`src/gql_pkg.sv`:
```
// Shared types and constants of the glyph quad layout block.
package gql_pkg;

  localparam int TEX_W      = 16;
  localparam int DIV_STEPS  = 4;
  localparam int DIV_CYCLES = TEX_W / DIV_STEPS;
  localparam int DIV_CNT_W  = (DIV_CYCLES > 1) ? $clog2(DIV_CYCLES) : 1;

  localparam logic [TEX_W-1:0] TEX_MAX = {TEX_W{1'b1}};

  localparam logic [1:0] CORNER_TL = 2'd0;
  localparam logic [1:0] CORNER_TR = 2'd1;
  localparam logic [1:0] CORNER_BR = 2'd2;
  localparam logic [1:0] CORNER_BL = 2'd3;

  typedef struct packed {
    logic [15:0] x;
    logic [15:0] y;
    logic [7:0]  w;
    logic [7:0]  h;
  } glyph_t;

  typedef struct packed {
    logic             start;
    logic [TEX_W:0]   texel;
    logic [TEX_W-1:0] size;
  } div_req_t;

  typedef struct packed {
    logic             done;
    logic [TEX_W-1:0] quot;
  } div_rsp_t;

endpackage

```
`src/gql_divider.sv`:
```
// Iterative saturating divider giving texel / size in Q0.16, four quotient bits a cycle.
module gql_divider import gql_pkg::*; (
  input  logic     clk,
  input  logic     rst,
  input  div_req_t req,
  output div_rsp_t rsp
);

  logic                 busy;
  logic                 done;
  logic                 sat;
  logic [DIV_CNT_W-1:0] cnt;
  logic [TEX_W-1:0]     rem;
  logic [TEX_W-1:0]     quo;
  logic [TEX_W-1:0]     size_q;
  logic [TEX_W-1:0]     rem_next;
  logic [TEX_W-1:0]     quo_next;

  always_comb begin
    logic [TEX_W:0]   t;
    logic [TEX_W-1:0] r;
    logic [TEX_W-1:0] q;
    r = rem;
    q = quo;
    for (int i = 0; i < DIV_STEPS; i++) begin
      t = {r, 1'b0};
      if (t >= {1'b0, size_q}) begin
        r = TEX_W'(t - {1'b0, size_q});
        q = {q[TEX_W-2:0], 1'b1};
      end else begin
        r = t[TEX_W-1:0];
        q = {q[TEX_W-2:0], 1'b0};
      end
    end
    rem_next = r;
    quo_next = q;
  end

  always_ff @(posedge clk) begin
    if (rst) begin
      busy <= 1'b0;
      done <= 1'b0;
      cnt  <= '0;
    end else begin
      done <= 1'b0;
      if (req.start) begin
        busy <= 1'b1;
        cnt  <= '0;
      end else if (busy) begin
        cnt <= cnt + 1'b1;
        if (cnt == DIV_CNT_W'(DIV_CYCLES - 1)) begin
          busy <= 1'b0;
          done <= 1'b1;
        end
      end
    end
  end

  always_ff @(posedge clk) begin
    if (req.start) begin
      sat    <= (req.texel >= {1'b0, req.size});
      rem    <= req.texel[TEX_W-1:0];
      quo    <= '0;
      size_q <= req.size;
    end else if (busy) begin
      rem <= rem_next;
      quo <= quo_next;
    end
  end

  assign rsp.done = done;
  assign rsp.quot = sat ? TEX_MAX : quo;

`ifndef SYNTHESIS
  a_latency: assert property (@(posedge clk) disable iff (rst)
    req.start |-> ##(DIV_CYCLES + 1) rsp.done)
    else $error("Divider result did not arrive on time.");
  a_pulse: assert property (@(posedge clk) disable iff (rst)
    rsp.done |=> !rsp.done)
    else $error("Divider done lasted more than one cycle.");
  a_rem: assert property (@(posedge clk) disable iff (rst)
    busy && !sat && !$past(req.start) |-> rem < size_q)
    else $error("Divider remainder reached the divisor.");
`endif

endmodule

```
`config.mk`:
```
export PLATFORM = sky130hd
export DESIGN_NAME = gql_divider
export DESIGN_NICKNAME = d
export VERILOG_FILES = /design/src/gql_pkg.sv /design/src/gql_divider.sv
export SDC_FILE = /design/constraint.sdc
export NUM_CORES = 1
export LEC_CHECK = 0
export ABC_AREA = 1
export BUFFER_PORTS_ARGS = -buffer_cell sky130_fd_sc_hd__buf_2
export CAP_MARGIN = 20
export CORE_ASPECT_RATIO = 2
export CORE_MARGIN = 10
export CORE_UTILIZATION = 55
export DETAILED_ROUTE_END_ITERATION = 6
export HOLD_SLACK_MARGIN = 0.12
export PLACE_DENSITY = 0.74
export SLEW_MARGIN = 30
export SYNTH_ARGS = -nofsm -noshare
export SYNTH_HDL_FRONTEND = slang
export SYNTH_SLANG_ARGS = --single-unit
```
`constraint.sdc`:
```
create_clock -name clk -period 9.9 [get_ports clk]
set_input_delay 1.485 -clock clk [delete_from_list [all_inputs] [get_ports clk]]
set_output_delay 1.485 -clock clk [all_outputs]
set_load 0.05 [all_outputs]
```
==> out/results.tsv <==
metric	value	unit
outcome	finished, final reports clean	
hold endpoint	quo[14]	
Area contributors post-synth	nand2_1 17%, edfxtp_1 16%, ha_1 16%, inv_1 7.7%, dfxtp_1 6.4%	
Initial DRT Pass Iterations	5	
post-cts sizing count	0	
global-route wire length before repair	29870	um
vias per cell	5.615	
Vias	6148	
critical path data arrival time	9.09	ns
Max Cap Viol	0	
diode count	0	
vias in the first global route	6404	
initial antenna violation count	0	
Cell Area, Synth	6233	sq um
ANT nets after route	0	
Remaining Overflow, GRT	0	
DRC errors left	0	
CP Class	flip-flop to flip-flop	
CTS tree	built	
Slew Limit Fails	0	
Post-CTS Setup Inserts	0	
crit path launch type	flip-flop	
Worst R2R Setup Slack	0.87	ns
most area-hungry cell type in the Yosys netlist	nand2_1	
commonest non-fill, non-tap cell in the layout	nand2_1	
share of cells above drive strength 1	0.1175	
r2r worst-path depth	45	
cts bufs inserted	5	
cell mode on critical path	nand2_1	
Sink Count	53	
syn_area_per_cell	6.858	sq um
setup TNS	0	ns
Netlist cell types	53	
root buffer cell	clkbuf_16	
Boundary Pins	53	
Seq cells post-synth	53	
crit end category	flip-flop	
Area Growth Syn to Fin	7.607	%
Final Hold Fails	0	
largest net degree at the start of global routing	37	
Skew-Pair Late Insertion Delay	0.31	ns
Clock Tree Buf Depth	2	
Die X	95.28	um
fin crit period	9.027	ns
Syn Inst Count	909	
worst endpoint required time	9.96	ns
Clock Pin Slew Worst Setup and Hold Paths	0.07	ns
wire per inst	17.15	um
HP Class	flip-flop to flip-flop	
Port Buffer Count	52	
worst stage delay on the critical path	0.52	ns
Post-Layout Inst Area	6708	sq um
DP HPWL	15760	um
Reg-to-Reg End	rem[2]	
Worst Path Max Fanout	22	
hold path start	quo[14]	
post-synth top area share	0.1680	
die area	16250	sq um
crit share post-route	0.9118	
GP Congestion	0.9711	
Least-Margin Pin Slew	0.7549	ns
hold path cells	2	
Max-slew headroom	0.4955	
dpl cell area	6551	sq um
num rows	55	
Syn Nets	1024	
sequential share of the synthesized area	0.2232	
WL final	18780	um
Ys Warns	0	
core region area	11220	sq um
Final Setup Violations	0	
First DRT Iteration DRCs	334	
Die Y	170.6	um
htree depth	2	
Starting Density	0.5557	
Achievable Freq	0.1108	GHz
reg2reg start	size_q[1]	
GRT Util Overall	0.2377	
Worst Clk Skew	0.006803	ns
Layout Nets	1067	
Post-CTS Hold Fix Bufs	0	
slowest CP cell	nor4_1	
commonest non-fill, non-tap cells in the layout	279 x nand2_1, 128 x inv_1, 78 x ha_1, 52 x a21oi_1, 52 x buf_2	
RSZ-0062 raised after global routing	no	
-- per-stage QoR --
step / std cells / worst slack [ns] / utilization / hold WS, ns
3_3_place_gp: 1087 / 1.115 / 0.5840 / 0.4638
6_report: 1095 / 0.8731 / 0.5980 / 0.4791
4_1_cts: 1095 / 0.9229 / 0.5980 / 0.4780
2_1_floorplan: 909 / 2.642 / - / 0.4487
5_1_grt: 1095 / 0.1479 / 0.5980 / 0.5092
3_5_place_dp: 1087 / 0.9398 / 0.5840 / 0.4654
-- synthesized netlist by cell type, drive strengths merged --
master / instances
nand2: 291
inv: 139
ha: 78
a21oi: 53
nand3: 48
o21ai: 47
nor2: 37
edfxtp: 33
xnor2: 29
xor2: 23
dfxtp: 20
o22ai: 16
buf: 14
nor3: 12
a21o: 8
a31oi: 7
nand4: 7
a21boi: 6
clkbuf: 5
a211oi: 4
nor4: 4
or2: 4
nand3b: 3
o211ai: 3
o21bai: 3
a31o: 2
a41oi: 2
o21a: 2
o31ai: 2
and2: 1
and3: 1
clkinv: 1
fa: 1
mux2i: 1
nor3b: 1
nor4b: 1
-- per-layer routing --
layer,global-route usage,share of wire
met1,0.2050,0.33
met2,0.4480,0.54
met3,0.03774,0.041
met4,0.1996,0.085
met5,0,0
-- worst max-delay path: cells and delay by family (launching register included) --
kind,cells,cell delay [ns]
adders and majority gates,5,1.67
and+or+nand+nor,22,3.24
DFF,1,0.43
AOI/OAI and AO/OA,13,2.37
buffers and inverters,5,1.01
-- kinds of logic after synthesis --
family                   synth area share
buffers and inverters              0.1080
AND/OR/NAND/NOR                    0.2850
adder cells (fa/ha/maj)            0.1598
flip-flops                         0.2232
multiplexers                     0.001606
AO/OA/AOI/OAI                      0.1493
XOR/XNOR                          0.07306
-- worst max path at each step --
stage	startpoint	end	slack [ns]	depth (start not counted)
6_report	size_q[1]	rem[2]	0.87	45
5_1_grt	size_q[1]	rem[2]	0.15	50
4_1_cts	size_q[1]	rem[2]	0.92	45
3_5_place_dp	size_q[1]	rem[2]	0.94	45
3_3_place_gp	size_q[1]	rem[2]	1.11	45
2_1_floorplan	size_q[1]	rem[14]	2.64	52
-- flip-flops by register name, summed over array words and instances (netlist names) --
signal,cells
quo,16
done,1
sat,1
rem,16
cnt,2
busy,1
size_q,16
-- cell type report --
type	count	area (sq um)
well taps	142	177.7
repair buffers	55	282.8
multi-input cells	697	4169
clock inverters	2	17.52
clock buffers	6	138.9
inverters	140	530.5
flip-flops and latches	53	1391
fillers	1104	4509
Power is not shown: default switching activity piles up to over one toggle a cycle in this logic, so the estimate is an artifact.
